File: config.mk
export PLATFORM = sky130hd
export DESIGN_NAME = cycle_counter_timebase
export DESIGN_NICKNAME = d
export VERILOG_FILES = /design/src/hw/rtl/ccnt_pkg.sv /design/src/hw/rtl/ccnt_div.sv /design/src/hw/rtl/ccnt_dp.sv /design/src/hw/rtl/ccnt_ctrl.sv /design/src/hw/rtl/cycle_counter_timebase.sv
export SDC_FILE = /design/constraint.sdc
export NUM_CORES = 1
export LEC_CHECK = 0
export ABC_AREA = 1
export BUFFER_PORTS_ARGS = -buffer_cell sky130_fd_sc_hd__buf_4
export CORE_ASPECT_RATIO = 1.25
export CORE_MARGIN = 4
export CORE_UTILIZATION = 40
export CTS_CLUSTER_DIAMETER = 80
export DETAILED_ROUTE_END_ITERATION = 8
export GPL_TIMING_DRIVEN = 0
export SLEW_MARGIN = 20
export SYNTH_ARGS = -nofsm -noshare
export SYNTH_HDL_FRONTEND = slang
export SYNTH_SLANG_ARGS = --single-unit
File: constraint.sdc
create_clock -name clk -period 18.5 [get_ports clk]
set_clock_uncertainty 0.1 [all_clocks]
set_input_delay 1.85 -clock clk [delete_from_list [all_inputs] [get_ports clk]]
set_output_delay 1.85 -clock clk [all_outputs]
set_load 0.005 [all_outputs]
File: src/hw/rtl/ccnt_pkg.sv
// ----------------------------------------------------------------------------
// ccnt_pkg: shared constants and types of the cycle counter timebase.
// Widths, division constants and the command and status words that pass
// between the controller and the datapath.
// ----------------------------------------------------------------------------
`default_nettype none

package ccnt_pkg;

    // Counter sample width and fraction width of the interval result.
    localparam int unsigned COUNTER_BITS  = 32;
    localparam int unsigned FRACTION_BITS = 24;

    // Port widths fixed by the field list.
    localparam int unsigned PORT_CNT_W = 32;
    localparam int unsigned FREQ_W     = 10;
    localparam int unsigned SEC_W      = 45;
    localparam int unsigned SUB_W      = 10;
    localparam int unsigned TOT_W      = 64;
    localparam int unsigned Q_W        = 37;
    localparam int unsigned WRAP_W     = 32;

    // Shared divider geometry.
    localparam int unsigned DIV_W  = 64;
    localparam int unsigned DVSR_W = 30;
    localparam int unsigned ITER_W = $clog2(DIV_W + 1);

    // Time constants.
    localparam int unsigned HZ_PER_MHZ  = 1000000;
    localparam int unsigned KHZ_PER_MHZ = 1000;
    localparam int unsigned US_PER_S    = 1000000;
    localparam int unsigned US_PER_MS   = 1000;
    // Cycles left below one millisecond stay under 1023 * 1000.
    localparam int unsigned SUBMS_W     = 20;

    localparam logic [FREQ_W-1:0] FREQ_RESET = FREQ_W'(168);

    // Division steps.
    typedef enum logic [2:0] {
        OP_US    = 3'd0,  // extended total / MHz -> total microseconds
        OP_SEC   = 3'd1,  // extended total / Hz -> seconds, cycles left
        OP_MS    = 3'd2,  // cycles left / kHz -> milliseconds, cycles left
        OP_MICRO = 3'd3,  // cycles left / MHz -> microseconds
        OP_EL    = 3'd4   // elapsed cycles * 2^fraction / Hz
    } div_op_t;

    typedef struct packed {
        logic    take_in;
        logic    start;
        logic    capture;
        div_op_t op;
        logic    load_out;
    } ccnt_cmd_t;

    typedef struct packed {
        logic div_done;
        logic mode;
        logic out_free;
    } ccnt_sts_t;

endpackage

`default_nettype wire

File: src/hw/rtl/ccnt_div.sv
// ----------------------------------------------------------------------------
// ccnt_div: iterative restoring divider.
// Produces one quotient bit a cycle for a left-aligned dividend; the number
// of steps is loaded with the operands.
// ----------------------------------------------------------------------------
`default_nettype none

module ccnt_div (
    input  wire logic                          clk,
    input  wire logic                          rst_n,
    input  wire logic                          start,
    input  wire logic [ccnt_pkg::DIV_W-1:0]    dividend,
    input  wire logic [ccnt_pkg::DVSR_W-1:0]   divisor,
    input  wire logic [ccnt_pkg::ITER_W-1:0]   iters,
    output logic                               done,
    output logic [ccnt_pkg::DIV_W-1:0]         quotient,
    output logic [ccnt_pkg::DVSR_W-1:0]        remainder
);
    import ccnt_pkg::*;

    logic [DIV_W-1:0]  q_reg,    q_next;
    logic [DVSR_W-1:0] rem_reg,  rem_next;
    logic [DVSR_W-1:0] dvsr_reg;
    logic [ITER_W-1:0] cnt_reg,  cnt_next;
    logic              done_reg, done_next;
    logic [DVSR_W:0]   partial;
    logic [DVSR_W:0]   diff;
    logic              ge;

    assign partial = {rem_reg, q_reg[DIV_W-1]};
    assign diff    = partial - {1'b0, dvsr_reg};
    assign ge      = partial >= {1'b0, dvsr_reg};

    always_comb
    begin
        q_next    = q_reg;
        rem_next  = rem_reg;
        cnt_next  = cnt_reg;
        done_next = 1'b0;
        if (start)
        begin
            q_next   = dividend;
            rem_next = '0;
            cnt_next = iters;
        end
        else if (cnt_reg != '0)
        begin
            q_next    = {q_reg[DIV_W-2:0], ge};
            rem_next  = ge ? diff[DVSR_W-1:0] : partial[DVSR_W-1:0];
            cnt_next  = cnt_reg - ITER_W'(1);
            done_next = (cnt_reg == ITER_W'(1));
        end
    end

    always_ff @(posedge clk or negedge rst_n)
    begin
        if (!rst_n)
        begin
            cnt_reg  <= '0;
            done_reg <= 1'b0;
        end
        else
        begin
            cnt_reg  <= cnt_next;
            done_reg <= done_next;
        end
    end

    always_ff @(posedge clk)
    begin
        q_reg   <= q_next;
        rem_reg <= rem_next;
        if (start)
        begin
            dvsr_reg <= divisor;
        end
    end

    assign done      = done_reg;
    assign quotient  = q_reg;
    assign remainder = rem_reg;

endmodule

`default_nettype wire

File: src/hw/rtl/ccnt_dp.sv
// ----------------------------------------------------------------------------
// ccnt_dp: datapath of the cycle counter timebase.
// Holds the wrap detection state, the captured input word, the shared
// divider with its operand selection, and the output register.
// ----------------------------------------------------------------------------
`default_nettype none

module ccnt_dp (
    input  wire logic                              clk,
    input  wire logic                              rst_n,
    input  wire ccnt_pkg::ccnt_cmd_t               cmd,
    output ccnt_pkg::ccnt_sts_t                    sts,
    input  wire logic [ccnt_pkg::FREQ_W-1:0]       core_mhz,
    input  wire logic                              mode,
    input  wire logic [ccnt_pkg::PORT_CNT_W-1:0]   cycle_count,
    input  wire logic [ccnt_pkg::PORT_CNT_W-1:0]   previous_count,
    output logic                                   out_valid,
    input  wire logic                              out_ready,
    output logic [ccnt_pkg::SEC_W-1:0]             seconds,
    output logic [ccnt_pkg::SUB_W-1:0]             millis,
    output logic [ccnt_pkg::SUB_W-1:0]             micros,
    output logic [ccnt_pkg::TOT_W-1:0]             total_micros,
    output logic [ccnt_pkg::PORT_CNT_W-1:0]        elapsed_cycles,
    output logic [ccnt_pkg::Q_W-1:0]               elapsed_seconds_q24
);
    import ccnt_pkg::*;

    logic [COUNTER_BITS-1:0] last_sample_reg;
    logic [WRAP_W-1:0]       wrap_count_reg;
    logic                    mode_reg;
    logic [COUNTER_BITS-1:0] sample_reg;
    logic [COUNTER_BITS-1:0] prev_reg;
    logic [COUNTER_BITS-1:0] in_sample;
    logic [COUNTER_BITS-1:0] el;

    logic [FREQ_W-1:0] mhz_eff;
    logic [DVSR_W-1:0] mhz_ext;
    logic [DVSR_W-1:0] hz_reg;
    logic [DVSR_W-1:0] hz_ms_reg;

    logic [DIV_W-1:0]  total;
    logic [DIV_W-1:0]  div_dividend;
    logic [DVSR_W-1:0] div_divisor;
    logic [ITER_W-1:0] div_iters;
    logic              div_done;
    logic [DIV_W-1:0]  div_quot;
    logic [DVSR_W-1:0] div_rem;

    logic [TOT_W-1:0]   t_reg;
    logic [SEC_W-1:0]   secs_reg;
    logic [DVSR_W-1:0]  rem1_reg;
    logic [SUBMS_W-1:0] rem2_reg;
    logic [SUB_W-1:0]   ms_reg;
    logic [SUB_W-1:0]   us_reg;
    logic [Q_W-1:0]     q_reg;

    logic                  out_valid_reg;
    logic [SEC_W-1:0]      seconds_reg;
    logic [SUB_W-1:0]      millis_reg;
    logic [SUB_W-1:0]      micros_reg;
    logic [TOT_W-1:0]      total_micros_reg;
    logic [PORT_CNT_W-1:0] elapsed_cycles_reg;
    logic [Q_W-1:0]        elapsed_q_reg;

    assign in_sample = cycle_count[COUNTER_BITS-1:0];

    // Wrap detection and input capture.
    always_ff @(posedge clk or negedge rst_n)
    begin
        if (!rst_n)
        begin
            last_sample_reg <= '0;
            wrap_count_reg  <= '0;
        end
        else if (cmd.take_in)
        begin
            last_sample_reg <= in_sample;
            if (in_sample < last_sample_reg)
            begin
                wrap_count_reg <= wrap_count_reg + WRAP_W'(1);
            end
        end
    end

    always_ff @(posedge clk)
    begin
        if (cmd.take_in)
        begin
            mode_reg   <= mode;
            sample_reg <= in_sample;
            prev_reg   <= previous_count[COUNTER_BITS-1:0];
        end
    end

    // Clock in Hz and in kHz, refreshed every cycle from the frequency register.
    assign mhz_eff = (core_mhz == '0) ? FREQ_W'(1) : core_mhz;
    assign mhz_ext = DVSR_W'(mhz_eff);

    always_ff @(posedge clk)
    begin
        hz_reg    <= mhz_ext * DVSR_W'(HZ_PER_MHZ);
        hz_ms_reg <= mhz_ext * DVSR_W'(KHZ_PER_MHZ);
    end

    assign total = (DIV_W'(wrap_count_reg) << COUNTER_BITS) + DIV_W'(sample_reg);
    assign el    = sample_reg - prev_reg;

    always_comb
    begin
        case (cmd.op)
            OP_US:
            begin
                div_dividend = total;
                div_divisor  = mhz_ext;
                div_iters    = ITER_W'(DIV_W);
            end
            OP_SEC:
            begin
                div_dividend = total;
                div_divisor  = hz_reg;
                div_iters    = ITER_W'(DIV_W);
            end
            OP_MS:
            begin
                div_dividend = DIV_W'(rem1_reg) << (DIV_W - DVSR_W);
                div_divisor  = hz_ms_reg;
                div_iters    = ITER_W'(DVSR_W);
            end
            OP_MICRO:
            begin
                div_dividend = DIV_W'(rem2_reg) << (DIV_W - SUBMS_W);
                div_divisor  = mhz_ext;
                div_iters    = ITER_W'(SUBMS_W);
            end
            OP_EL:
            begin
                div_dividend = DIV_W'(el) << FRACTION_BITS;
                div_divisor  = hz_reg;
                div_iters    = ITER_W'(DIV_W);
            end
            default:
            begin
                div_dividend = total;
                div_divisor  = mhz_ext;
                div_iters    = ITER_W'(DIV_W);
            end
        endcase
    end

    ccnt_div u_div (
        .clk       (clk),
        .rst_n     (rst_n),
        .start     (cmd.start),
        .dividend  (div_dividend),
        .divisor   (div_divisor),
        .iters     (div_iters),
        .done      (div_done),
        .quotient  (div_quot),
        .remainder (div_rem)
    );

    // Partial results of each division step.
    always_ff @(posedge clk)
    begin
        if (cmd.capture)
        begin
            case (cmd.op)
                OP_US:
                begin
                    t_reg <= div_quot;
                end
                OP_SEC:
                begin
                    secs_reg <= div_quot[SEC_W-1:0];
                    rem1_reg <= div_rem;
                end
                OP_MS:
                begin
                    ms_reg   <= div_quot[SUB_W-1:0];
                    rem2_reg <= div_rem[SUBMS_W-1:0];
                end
                OP_MICRO:
                begin
                    us_reg <= div_quot[SUB_W-1:0];
                end
                OP_EL:
                begin
                    q_reg <= div_quot[Q_W-1:0];
                end
                default:
                begin
                    t_reg <= t_reg;
                end
            endcase
        end
    end

    // Output register.
    always_ff @(posedge clk or negedge rst_n)
    begin
        if (!rst_n)
        begin
            out_valid_reg <= 1'b0;
        end
        else if (cmd.load_out)
        begin
            out_valid_reg <= 1'b1;
        end
        else if (out_ready)
        begin
            out_valid_reg <= 1'b0;
        end
    end

    always_ff @(posedge clk)
    begin
        if (cmd.load_out)
        begin
            if (mode_reg)
            begin
                seconds_reg        <= '0;
                millis_reg         <= '0;
                micros_reg         <= '0;
                total_micros_reg   <= '0;
                elapsed_cycles_reg <= PORT_CNT_W'(el);
                elapsed_q_reg      <= q_reg;
            end
            else
            begin
                seconds_reg        <= secs_reg;
                millis_reg         <= ms_reg;
                micros_reg         <= us_reg;
                total_micros_reg   <= t_reg;
                elapsed_cycles_reg <= '0;
                elapsed_q_reg      <= '0;
            end
        end
    end

    assign sts.div_done = div_done;
    assign sts.mode     = mode_reg;
    assign sts.out_free = !out_valid_reg || out_ready;

    assign out_valid           = out_valid_reg;
    assign seconds             = seconds_reg;
    assign millis              = millis_reg;
    assign micros              = micros_reg;
    assign total_micros        = total_micros_reg;
    assign elapsed_cycles      = elapsed_cycles_reg;
    assign elapsed_seconds_q24 = elapsed_q_reg;

endmodule

`default_nettype wire

File: src/hw/rtl/ccnt_ctrl.sv
// ----------------------------------------------------------------------------
// ccnt_ctrl: sequencing controller of the cycle counter timebase.
// Steps the datapath through the division chain of the selected mode.
// ----------------------------------------------------------------------------
`default_nettype none

module ccnt_ctrl (
    input  wire logic                  clk,
    input  wire logic                  rst_n,
    input  wire logic                  in_valid,
    output logic                       in_ready,
    input  wire ccnt_pkg::ccnt_sts_t   sts,
    output ccnt_pkg::ccnt_cmd_t        cmd
);
    import ccnt_pkg::*;

    typedef enum logic [10:0] {
        ST_IDLE        = 11'b00000000001,
        ST_LAUNCH      = 11'b00000000010,
        ST_WAIT_US     = 11'b00000000100,
        ST_START_SEC   = 11'b00000001000,
        ST_WAIT_SEC    = 11'b00000010000,
        ST_START_MS    = 11'b00000100000,
        ST_WAIT_MS     = 11'b00001000000,
        ST_START_MICRO = 11'b00010000000,
        ST_WAIT_MICRO  = 11'b00100000000,
        ST_WAIT_EL     = 11'b01000000000,
        ST_FINISH      = 11'b10000000000
    } state_t;

    state_t state_reg, state_next;

    always_comb
    begin
        state_next   = state_reg;
        cmd.take_in  = 1'b0;
        cmd.start    = 1'b0;
        cmd.capture  = 1'b0;
        cmd.op       = OP_US;
        cmd.load_out = 1'b0;
        case (state_reg)
            ST_IDLE:
            begin
                if (in_valid)
                begin
                    cmd.take_in = 1'b1;
                    state_next  = ST_LAUNCH;
                end
            end
            ST_LAUNCH:
            begin
                cmd.start = 1'b1;
                if (sts.mode)
                begin
                    cmd.op     = OP_EL;
                    state_next = ST_WAIT_EL;
                end
                else
                begin
                    cmd.op     = OP_US;
                    state_next = ST_WAIT_US;
                end
            end
            ST_WAIT_US:
            begin
                cmd.op = OP_US;
                if (sts.div_done)
                begin
                    cmd.capture = 1'b1;
                    state_next  = ST_START_SEC;
                end
            end
            ST_START_SEC:
            begin
                cmd.op     = OP_SEC;
                cmd.start  = 1'b1;
                state_next = ST_WAIT_SEC;
            end
            ST_WAIT_SEC:
            begin
                cmd.op = OP_SEC;
                if (sts.div_done)
                begin
                    cmd.capture = 1'b1;
                    state_next  = ST_START_MS;
                end
            end
            ST_START_MS:
            begin
                cmd.op     = OP_MS;
                cmd.start  = 1'b1;
                state_next = ST_WAIT_MS;
            end
            ST_WAIT_MS:
            begin
                cmd.op = OP_MS;
                if (sts.div_done)
                begin
                    cmd.capture = 1'b1;
                    state_next  = ST_START_MICRO;
                end
            end
            ST_START_MICRO:
            begin
                cmd.op     = OP_MICRO;
                cmd.start  = 1'b1;
                state_next = ST_WAIT_MICRO;
            end
            ST_WAIT_MICRO:
            begin
                cmd.op = OP_MICRO;
                if (sts.div_done)
                begin
                    cmd.capture = 1'b1;
                    state_next  = ST_FINISH;
                end
            end
            ST_WAIT_EL:
            begin
                cmd.op = OP_EL;
                if (sts.div_done)
                begin
                    cmd.capture = 1'b1;
                    state_next  = ST_FINISH;
                end
            end
            ST_FINISH:
            begin
                if (sts.out_free)
                begin
                    cmd.load_out = 1'b1;
                    state_next   = ST_IDLE;
                end
            end
            default:
            begin
                state_next = ST_IDLE;
            end
        endcase
    end

    always_ff @(posedge clk or negedge rst_n)
    begin
        if (!rst_n)
        begin
            state_reg <= ST_IDLE;
        end
        else
        begin
            state_reg <= state_next;
        end
    end

    assign in_ready = (state_reg == ST_IDLE);

endmodule

`default_nettype wire

File: src/hw/rtl/cycle_counter_timebase.sv
// ----------------------------------------------------------------------------
// cycle_counter_timebase: 64-bit extension of a 32-bit cycle counter.
// Mode 1 runs one division (64 divider steps) and mode 0 four (64 + 64 + 30 + 20
// steps); a start state launches and a capture closes each division, and the
// output register is loaded once it is free.
// Throughput: one word at a time; a new word is taken only once the last is loaded.
// Reset: rst_n clears the wrap state and the handshakes and sets the clock to 168 MHz.
// ----------------------------------------------------------------------------
`default_nettype none

module cycle_counter_timebase (
    input  wire logic                              clk,
    input  wire logic                              rst_n,
    // Configuration port.
    input  wire logic                              psel,
    input  wire logic                              penable,
    input  wire logic                              pwrite,
    input  wire logic [2:0]                        paddr,
    input  wire logic [31:0]                       pwdata,
    output logic [31:0]                            prdata,
    output logic                                   pready,
    // Input channel.
    input  wire logic                              in_valid,
    output logic                                   in_ready,
    input  wire logic                              mode,
    input  wire logic [ccnt_pkg::PORT_CNT_W-1:0]   cycle_count,
    input  wire logic [ccnt_pkg::PORT_CNT_W-1:0]   previous_count,
    // Output channel.
    output logic                                   out_valid,
    input  wire logic                              out_ready,
    output logic [ccnt_pkg::SEC_W-1:0]             seconds,
    output logic [ccnt_pkg::SUB_W-1:0]             millis,
    output logic [ccnt_pkg::SUB_W-1:0]             micros,
    output logic [ccnt_pkg::TOT_W-1:0]             total_micros,
    output logic [ccnt_pkg::PORT_CNT_W-1:0]        elapsed_cycles,
    output logic [ccnt_pkg::Q_W-1:0]               elapsed_seconds_q24
);
    import ccnt_pkg::*;

    // The only register, the core clock in MHz, sits at byte address 0. Bit 2
    // of the address selects the register; the low bits are ignored.
    localparam logic REG_IDX_CPU_FREQ = 1'b0;

    logic [FREQ_W-1:0] core_mhz_reg;
    logic              cfg_write;
    ccnt_cmd_t         cmd;
    ccnt_sts_t         sts;

    // The port never stalls, so a write lands on the access cycle.
    assign pready    = 1'b1;
    assign cfg_write = psel && penable && pwrite && pready;

    always_ff @(posedge clk or negedge rst_n)
    begin
        if (!rst_n)
        begin
            core_mhz_reg <= FREQ_RESET;
        end
        else if (cfg_write && (paddr[2] == REG_IDX_CPU_FREQ))
        begin
            core_mhz_reg <= pwdata[FREQ_W-1:0];
        end
    end

    assign prdata = (paddr[2] == REG_IDX_CPU_FREQ) ? 32'(core_mhz_reg) : '0;

    // The controller walks the division chain of the selected mode. In mode 0
    // the extended total is divided by the MHz figure to give total
    // microseconds and by the clock in Hz to give whole seconds; the cycles
    // left over are divided by the clock in kHz, in a 30-step pass, to give
    // milliseconds, and what remains below one millisecond by the MHz figure,
    // in a 20-step pass, to give microseconds. Every divisor follows the
    // frequency register. In mode 1 the elapsed cycles, scaled by the
    // fraction bits, are divided once by the clock in Hz.
    ccnt_ctrl u_ctrl (
        .clk      (clk),
        .rst_n    (rst_n),
        .in_valid (in_valid),
        .in_ready (in_ready),
        .sts      (sts),
        .cmd      (cmd)
    );

    // The datapath holds the wrap detection, the shared divider and the
    // output register, which lets a finished word wait for the consumer while
    // the next word is already taken in.
    ccnt_dp u_dp (
        .clk                 (clk),
        .rst_n               (rst_n),
        .cmd                 (cmd),
        .sts                 (sts),
        .core_mhz            (core_mhz_reg),
        .mode                (mode),
        .cycle_count         (cycle_count),
        .previous_count      (previous_count),
        .out_valid           (out_valid),
        .out_ready           (out_ready),
        .seconds             (seconds),
        .millis              (millis),
        .micros              (micros),
        .total_micros        (total_micros),
        .elapsed_cycles      (elapsed_cycles),
        .elapsed_seconds_q24 (elapsed_seconds_q24)
    );

endmodule

`default_nettype wire

# Word-level counts from Yosys, hierarchy flattened
# Index checks and enable logic that the tools add are counted.
# W data, S select, Z words.
[word_totals]
out_inout_bits = 233
inputBits = 107
regBits = 748
elab_cells = 115
[op_classes]
n_reduce_logical = 24
n_mux = 31
n_eq_ne = 22
multipliers = 2
bitwise = 1
magnitude_cmp = 2
addsub = 5
[ops]
columns = ["operator", "count"]
rows = [
  ["$pmux W64 S3", 1],
  ["$mux W64", 2],
  ["$pmux W11 S10", 1],
  ["$mux W11", 6],
  ["$add A64 B32 Y64", 1],
  ["$pmux W30 S2", 1],
  ["$add A32 B1 Y32 const B", 1],
  ["$lt A32 B32 Y1", 1],
  ["$sub A32 B32 Y32", 1],
  ["$ge A31 B30 Y1", 1],
  ["$mux W10", 3],
  ["$mux W30", 1],
  ["$sub A30 B30 Y30", 1],
  ["$mul A10 B14 Y24 const B", 1],
  ["$mul A10 B7 Y17 const B", 1],
  ["$pmux W3 S5", 1],
  ["$mux W7", 2],
  ["$pmux W7 S2", 1],
  ["$reduce_and A2 Y1", 6],
  ["$eq A11 B1 Y1 const B", 1],
  ["$eq A11 B10 Y1 const B", 1],
  ["$eq A11 B11 Y1 const B", 1],
  ["$eq A11 B2 Y1 const B", 1],
  ["$eq A11 B3 Y1 const B", 1],
  ["other kinds (27)", 49],
]

# Depth between registers and ports, before layout
# Gate-level depths: netlist (run 1).
[depth]
depth_word = 6
depth_mapped = 26
ltp_nobuf = 26

# Modules after synthesis
# A second synthesis (run 1) with hierarchy kept.
[unflattened]
hier_cells = 3941
area_unflattened_um2 = 37621.1
[modules_own_cells]
columns = ["mod", "seq_area_each_um2", "n_inst", "area_per_inst_um2", "cells_per_inst"]
rows = [
  ["ccnt_dp", 16791.1, 1, 28230.8, 2657],
  ["ccnt_div", 3623.5, 1, 7876.3, 1062],
  ["ccnt_ctrl", 276.5, 1, 832.0, 129],
  ["cycle_counter_timebase", 254.0, 1, 681.9, 93],
]

# Least setup slack after synthesis (run 1)
# No wires, ideal clock.
[synth_timing]
path_kind = "in2reg"
startpoint = "input out_ready"
endpoint = "register u_dp.elapsed_cycles_reg[0] (netlist: u_dp.elapsed_cycles[0]) (enable)"
required_ps = 17641
setup_time_ps = 759
cell_stages = 2
arrival_ps = 10094
path_slack_ps = 7547
n_path_buf = 0
path_cell_list = "nor2_1 > nor2_1"
[synth_lines]
columns = ["element", "line", "text"]
rows = [
  ["from (decl)", "cycle_counter_timebase.sv:30", "input wire logic out_ready,"],
  ["to (signal assigned)", "ccnt_dp.sv:225", "elapsed_cycles_reg <= PORT_CNT_W'(el);"],
  ["to (decl)", "ccnt_dp.sv:62", "logic [PORT_CNT_W-1:0] elapsed_cycles_reg;"],
]

# Final worst setup path (run 1)
[layout_timing]
startpoint = "register core_mhz_reg[3]"
endpoint = "register u_dp.hz_reg[27]"
[layout_via]
elab_chain_len = 3
[layout_lines]
columns = ["element", "line", "text"]
rows = [
  ["from (decl)", "cycle_counter_timebase.sv:44", "logic [FREQ_W-1:0] core_mhz_reg;"],
  ["from (signal assigned)", "cycle_counter_timebase.sv:61", "core_mhz_reg <= pwdata[FREQ_W-1:0];"],
  ["$logic_not A10 Y1", "ccnt_dp.sv:96", "assign mhz_eff = (core_mhz == '0) ? FREQ_W'(1) : core_mhz;"],
  ["$mux W10 *", "ccnt_dp.sv:96", ""],
  ["$mul A10 B14 Y24 *", "ccnt_dp.sv:101", "hz_reg <= mhz_ext * DVSR_W'(HZ_PER_MHZ);"],
  ["to (signal assigned)", "ccnt_dp.sv:101", ""],
  ["to (decl)", "ccnt_dp.sv:38", "logic [DVSR_W-1:0] hz_reg;"],
]
# Every way passes the cells marked *; elsewhere a longest branch is shown, timed or not.
# A chain may end at the register's enable or synchronous reset.

==> results of run 1 <==
-- worst max-delay path, delay by kind of cell (launching register included) --
family                     cells  cell delay [ps]
xor gates and xnor gates       1              190
adders and majority gates      7             2750
buffers and inverters          6              930
DFF                            1              580
and+or+nand+nor                8             1720
-- cell families after synthesis --
family                     Yosys count  share of synthesized area (%)
and+or+nand+nor                   1804                           20.0
DFF                                736                           55.6
adders and majority gates          261                           9.76
buffers and inverters              799                           8.39
AOI/OAI and AO/OA                  273                           4.12
xor gates and xnor gates            93                           2.16
other                                2                         0.0199
-- how the worst max path moves through the flow --
stage | from | to
final | core_mhz_reg[3] | u_dp.hz_reg[27]
after global routing | core_mhz_reg[3] | u_dp.hz_reg[27]
after CTS | core_mhz_reg[3] | u_dp.hz_reg[29]
after detailed placement | core_mhz_reg[3] | u_dp.hz_reg[29]
after global placement | out_ready | u_dp.seconds[20]
after floorplan | out_ready | u_dp.elapsed_cycles[0]
-- per-layer routing --
metal | wire (um) | track usage (%) | vias up | part of all wire [%]
met5 | 21 | 0 | - | 0.020
met4 | 4250 | 8.40 | 4 | 4.0
met3 | 5570 | 3.17 | 170 | 5.2
met2 | 54600 | 39.7 | 704 | 51
met1 | 42100 | 25.3 | 12802 | 40
li1 | - | - | 13594 | -
-- Yosys cell counts, types with 45 or more instances --
master and instances:
nor2_1 459, nor3_1 45, dfxtp_1 69, dfrtp_1 90, ha_1 206, nand3_1 187, edfxtp_1 573, nand2_1 978
fa_1 55, inv_1 679, xor2_1 50, nand4_1 66, a21oi_1 120, o21ai_0 71
-- cell usage in the layout (no fill, tap or decap), types with 11 or more instances in the layout --
cell,synthesis,layout
a21oi_1,120,120
a22o_1,19,19
buf_12,0,11
buf_2,32,31
buf_4,31,326
clkbuf_1,43,62
clkbuf_16,0,79
clkinv_1,1,12
conb_1,2,23
dfrtp_1,90,90
dfxtp_1,69,69
edfxtp_1,573,573
fa_1,55,55
ha_1,206,206
inv_1,679,678
nand2_1,978,978
nand3_1,187,187
nand3b_1,23,23
nand4_1,66,66
nor2_1,459,453
nor3_1,45,43
o21ai_0,71,71
o21ai_1,21,21
xnor2_1,43,43
xor2_1,50,50
-- power breakdown --
group / internal (mW) / leakage [nW] / switching, mW / total, mW
sequential: 2.26 / 7.07 / 0.265 / 2.53
clock: 0.879 / 1.21 / 0.655 / 1.53
combinational: 1.45 / 12.3 / 2.68 / 4.13
total: 4.60 / 20.6 / 3.60 / 8.19
-- final cells by class --
cell class / count / area (um^2)
Tap cell: 1206 / 1510
Antenna cell: 4 / 10.0
Clock inverter: 42 / 418
Sequential cell: 736 / 20900
Multi-Input combinational cell: 2454 / 13700
Timing Repair Buffer: 314 / 2640
Inverter: 690 / 2590
Fill cell: 8821 / 48700
Buffer: 109 / 576
Clock buffer: 101 / 2090
-- stage by stage --
stage | power (mW) | utilization (%) | cells
finish | 8.19 | 47.7 | 5656
global route | 8.90 | 47.7 | 5654
CTS | 8.25 | 47.7 | 5651
detailed placement | 6.70 | 45.0 | 5508
global placement | 6.65 | 44.5 | 5487
floorplan | 5.37 | - | 3989
==> out/metrics.json, run 1 <==
{
  "status": {"value": "completed"},
  "initial_utilization": {"value": 40.4, "unit": "%"},
  "hold_violations": {"value": 0},
  "timing.final.crit_share": {"value": 34.5, "unit": "%"},
  "synth_top_cells_by_area": {"value": "edfxtp_1 46%, nand2_1 9.7%, ha_1 6.8%"},
  "avgSynthCellArea": {"value": 9.50, "unit": "um^2"},
  "flow.area_growth_from_synthesis": {"value": 18.0, "unit": "%"},
  "cts_repair_resize_count": {"value": 0},
  "yosysTopAreaCellShare": {"value": 45.7, "unit": "%"},
  "numCtsBuffers": {"value": 78},
  "synth_top_area_cell": {"value": "edfxtp_1"},
  "grt.overflow.total": {"value": 0},
  "grt_start_max_net_pins": {"value": 95},
  "grt_antenna_before_repair": {"value": 7},
  "category_of_the_worst_setup_path_launch_point": {"value": "flop"},
  "reg2reg_setup_slack": {"value": 12120, "unit": "ps"},
  "timing.critical_path.slowest_stage_cell": {"value": "nor2_1"},
  "drive_above_1_share": {"value": 12.3, "unit": "%"},
  "share_of_synthesized_registers_carrying_an_async_set_or_reset": {"value": 12.8, "unit": "%"},
  "crit_fanout": {"value": 9},
  "worst_ep_required_time": {"value": 18940, "unit": "ps"},
  "postRouteWirelength": {"value": 107000, "unit": "um"},
  "cts_tree": {"value": "yes"},
  "top_flip_flop_cell_by_instance_count_after_synthesis": {"value": "edfxtp_1"},
  "worst_r2r_path_depth": {"value": 22},
  "whs_endpoint": {"value": "u_dp.t_reg[55]"},
  "drt_first_iter_violations": {"value": 2036},
  "power_leakage": {"value": 20.6, "unit": "nW"},
  "grt_first_pass_wirelength": {"value": 162000, "unit": "um"},
  "port-buffer-count": {"value": 292},
  "grt_use_total": {"value": 21.6, "unit": "%"},
  "dieArea": {"value": 0.0992, "unit": "mm^2"},
  "hold_buffers": {"value": 0},
  "die_width": {"value": 283, "unit": "um"},
  "worst_pin_slew": {"value": 1120, "unit": "ps"},
  "i_o_pins": {"value": 340},
  "rsz_0062_raised_after_global_routing": {"value": "false"},
  "vias_per_cell": {"value": 4.82},
  "min_from": {"value": "u_dp.u_div.quotient[55]"},
  "clock-root-buffer": {"value": "clkbuf_16"},
  "peakVddDrop": {"value": 0.205, "unit": "mV"},
  "final_net_count": {"value": 4751},
  "critical-path-top-cell-by-count": {"value": "inv_1"},
  "placementRows": {"value": 125},
  "clockBufferDepth": {"value": 3},
  "hold-worst-slack": {"value": 351, "unit": "ps"},
  "maxClockFrequency": {"value": 157, "unit": "MHz"},
  "min_path_type": {"value": "reg -> reg"},
  "ant_nets": {"value": 0},
  "setup.worst_path.end_class": {"value": "flop"},
  "clk_pin_slew": {"value": 60, "unit": "ps"},
  "fin_tns_setup": {"value": 0, "unit": "ps"},
  "ys_warn_count": {"value": 0},
  "routabilityCongestion": {"value": 0.951},
  "synth_enable_flop_cells": {"value": 573},
  "crit_path_cell_trace": {"value": "inv_1 -> ha_1 -> nand2_1 -> nor2_1 -> nand2_1 -> clkinv_1 -> nor2_1 -> inv_1 -> fa_1 -> inv_1 -> ha_1 -> inv_1 -> fa_1 -> inv_1 -> fa_1 -> ha_1 -> ha_1 -> nand2_1 -> nor4_1 -> nand3_1 -> nand3_1 -> xor2_1"},
  "rr_endpoint": {"value": "u_dp.hz_reg[27]"},
  "min_period": {"value": 6380, "unit": "ps"},
  "yosys_register_bits": {"value": 736},
  "critPathMaxStageDelay": {"value": 780, "unit": "ps"},
  "final.setup.worst_slack": {"value": 12120, "unit": "ps"},
  "fp.coreArea": {"value": 0.0932, "unit": "mm^2"},
  "timing.setup.critical_path_class": {"value": "reg -> reg"},
  "drv_slew": {"value": 0},
  "route.detailed.drc": {"value": 0},
  "timing.max_slew.rel_slack": {"value": 25.2, "unit": "%"},
  "syn_inst": {"value": 3968},
  "vias": {"value": 27274},
  "post_synth_num_cell_types": {"value": 54},
  "cts.htree.levels": {"value": 3},
  "place_hpwl": {"value": 85000, "unit": "um"},
  "cts_post_setup_buffers_inserted": {"value": 0},
  "first_global_vias": {"value": 27210},
  "dp_worst_setup_slack": {"value": 12150, "unit": "ps"},
  "drtPass1Iterations": {"value": 5},
  "syn_area": {"value": 0.0377, "unit": "mm^2"},
  "max_cap_viol_count": {"value": 0},
  "setup_viol": {"value": 0},
  "power.density_cell_area": {"value": 184, "unit": "mW/mm^2"},
  "synth_seq_area_share": {"value": 55.6, "unit": "%"},
  "timing.hold.worst_path_depth": {"value": 0},
  "placed_area": {"value": 0.0419, "unit": "mm^2"},
  "critical_path_arrival": {"value": 6820, "unit": "ps"},
  "wire_per_inst": {"value": 18.8, "unit": "um"},
  "fin_area": {"value": 0.0445, "unit": "mm^2"},
  "clkLatencyLatePin": {"value": 630, "unit": "ps"},
  "tritoncts_num_sinks": {"value": 736},
  "reg2reg_from": {"value": "core_mhz_reg[3]"},
  "die_height": {"value": 351, "unit": "um"}
}
No activity file was read; power rests on OpenSTA's default activity.
==> run 2: changes to the inputs <==
==> constraint.sdc (replaced) <==
create_clock -name clk -period 6 [get_ports clk]
set_clock_uncertainty 0.1 [all_clocks]
set_input_delay 0.6 -clock clk [delete_from_list [all_inputs] [get_ports clk]]
set_output_delay 0.6 -clock clk [all_outputs]
set_load 0.005 [all_outputs]
==> out/metrics.json, run 2 (synthesis results as in run 1) <==
{
  "status": {"value": "completed"},
  "layout_common_cells": {"value": "977 x nand2_1, 677 x inv_1, 573 x edfxtp_1, 448 x nor2_1, 345 x buf_4"},
  "vias": {"value": 27533},
  "category_of_the_worst_setup_path_launch_point": {"value": "flop"},
  "timing.hold.worst_path_depth": {"value": 1},
  "drtPass1Iterations": {"value": 6},
  "setup.worst_path.end_class": {"value": "flop"},
  "placed_area": {"value": 0.0420, "unit": "mm^2"},
  "min_period": {"value": 5700, "unit": "ps"},
  "route.detailed.drc": {"value": 0},
  "hold_violations": {"value": 0},
  "power_leakage": {"value": 20.9, "unit": "nW"},
  "setup_viol": {"value": 0},
  "ant_nets": {"value": 0},
  "reg2reg_from": {"value": "core_mhz_reg[3]"},
  "i_o_pins": {"value": 340},
  "final_net_count": {"value": 4796},
  "grt_use_total": {"value": 21.8, "unit": "%"},
  "worst_pin_slew": {"value": 996, "unit": "ps"},
  "whs_endpoint": {"value": "u_dp.prev_reg[7]"},
  "rr_endpoint": {"value": "u_dp.hz_reg[29]"},
  "timing.setup.critical_path_class": {"value": "reg -> reg"},
  "clockBufferDepth": {"value": 3},
  "numCtsBuffers": {"value": 76},
  "port-buffer-count": {"value": 292},
  "drive_above_1_share": {"value": 12.9, "unit": "%"},
  "vias_per_cell": {"value": 4.83},
  "timing.final.crit_share": {"value": 94.9, "unit": "%"},
  "first_global_vias": {"value": 27438},
  "clk_pin_slew": {"value": 60, "unit": "ps"},
  "grt_antenna_before_repair": {"value": 5},
  "die_height": {"value": 351, "unit": "um"},
  "timing.max_slew.rel_slack": {"value": 33.6, "unit": "%"},
  "maxClockFrequency": {"value": 176, "unit": "MHz"},
  "fin_area": {"value": 0.0452, "unit": "mm^2"},
  "grt.overflow.total": {"value": 0},
  "min_path_type": {"value": "in -> reg"},
  "cts_tree": {"value": "yes"},
  "grt_first_pass_wirelength": {"value": 164000, "unit": "um"},
  "critical_path_arrival": {"value": 6100, "unit": "ps"},
  "final_common_cell": {"value": "nand2_1"},
  "wire_per_inst": {"value": 19.0, "unit": "um"},
  "reg2reg_setup_slack": {"value": 300, "unit": "ps"},
  "initial_utilization": {"value": 40.4, "unit": "%"},
  "rsz_0062_raised_after_global_routing": {"value": "false"},
  "placementRows": {"value": 125},
  "totalPowerFinal": {"value": 25.7, "unit": "mW"},
  "grt_start_max_net_pins": {"value": 65},
  "fillCellCount": {"value": 8756},
  "crit_fanout": {"value": 5},
  "min_from": {"value": "previous_count[7]"},
  "fp.coreArea": {"value": 0.0932, "unit": "mm^2"},
  "cts.htree.levels": {"value": 3},
  "clkLatencyLatePin": {"value": 660, "unit": "ps"},
  "peakVddDrop": {"value": 0.589, "unit": "mV"},
  "tritoncts_num_sinks": {"value": 736},
  "routabilityCongestion": {"value": 0.954},
  "flow.area_growth_from_synthesis": {"value": 20.0, "unit": "%"},
  "power.density_cell_area": {"value": 568, "unit": "mW/mm^2"},
  "drv_slew": {"value": 0},
  "max_cap_viol_count": {"value": 0},
  "postRouteWirelength": {"value": 108000, "unit": "um"},
  "place_hpwl": {"value": 85800, "unit": "um"},
  "worst_ep_required_time": {"value": 6410, "unit": "ps"},
  "drt_first_iter_violations": {"value": 1989},
  "dieArea": {"value": 0.0992, "unit": "mm^2"},
  "die_width": {"value": 283, "unit": "um"},
  "clock-root-buffer": {"value": "clkbuf_16"},
  "worst_r2r_path_depth": {"value": 23}
}
[run 2: changes by cell type in the layout (fill, tap and decap cells not counted), moves of 3 or more]
cell,before,now
buf_16,7,11
clkinv_2,10,5
buf_4,326,345
nor2_4,9,16
clkbuf_16,79,76
buf_12,11,8
bufinv_16,5,12
nor2_1,453,448
clkinv_1,12,9
dlygate4sd3_1,0,26
clkinv_16,0,6
[run 2: critical path: stages (launching register included)]
cell and delay (ps):
dfstp_2 560, inv_1 160, ha_1 230, nand2_1 60, nor2_1 70, nand2_2 130
clkinvlp_4 190, buf_4 180, nor2_4 170, inv_1 160, fa_1 520, inv_1 70
ha_1 270, inv_1 50, fa_1 530, inv_1 50, fa_1 480, ha_1 310
ha_1 370, a21oi_1 270, o21bai_1 140, a21oi_1 180, o211ai_1 130, xor2_1 170
[run 2: routing by layer]
layer	up-vias	track usage [%]	part of all wire, %
met4	4	9.36	4.3
met5	-	0	0.025
li1	13666	-	-
met2	745	40.0	51
met3	191	2.62	4.6
met1	12927	25.7	40
[run 2: timing repair]
item                                   4_1_cts  5_1_grt
setup endpoints to repair                   12       16
endpoints found under the hold margin       55        0
setup buffers                                0       19
gates resized for setup                      9       11
hold buffers                                26        0
pin swaps                                    0        4
gates cloned                                 0        1
[run 2: area by class of cell]
class	instances	area [um^2]	share of cell area, %
Antenna cell	3	7.51	0.0166
Buffer	109	576	1.27
Clock buffer	96	1990	4.41
Clock inverter	45	724	1.60
Inverter	690	2600	5.75
Multi-Input combinational cell	2454	13800	30.4
Sequential cell	736	20900	46.3
Tap cell	1206	1510	3.34
Timing Repair Buffer	360	3100	6.85
Timing Repair inverter	1	5.00	0.0111
[run 2: how the worst max path moves through the flow]
stage,end,cells after the start,from,slack [ps]
floorplan,u_dp.hz_reg[28],21,core_mhz_reg[3],780
global placement,u_dp.secs_reg[16],8,u_ctrl.state_reg[9],-1590
detailed placement,u_dp.hz_reg[27],22,core_mhz_reg[3],-440
CTS,u_dp.hz_reg[27],22,core_mhz_reg[3],-100
global route,u_dp.hz_reg[29],24,core_mhz_reg[3],1
finish,u_dp.hz_reg[29],23,core_mhz_reg[3],300
[run 2: where the power goes]
group / leakage (nW) / switching, mW / internal (mW)
logic: 12.5 / 8.31 / 4.54
registers: 7.07 / 0.819 / 6.98
clock network: 1.29 / 2.10 / 2.94
[run 2: per-stage QoR]
step,hold slack [ps],util [%],TNS (ps),instances,setup WS [ps]
2_1_floorplan,204,-,0,3989,778
3_3_place_gp,334,44.5,-230000,5487,-1590
4_1_cts,0.675,48.3,-219,5677,-104
6_report,40.5,48.5,0,5700,305
3_5_place_dp,336,45.1,-3030,5510,-443
5_1_grt,12.6,48.5,0,5699,1.09
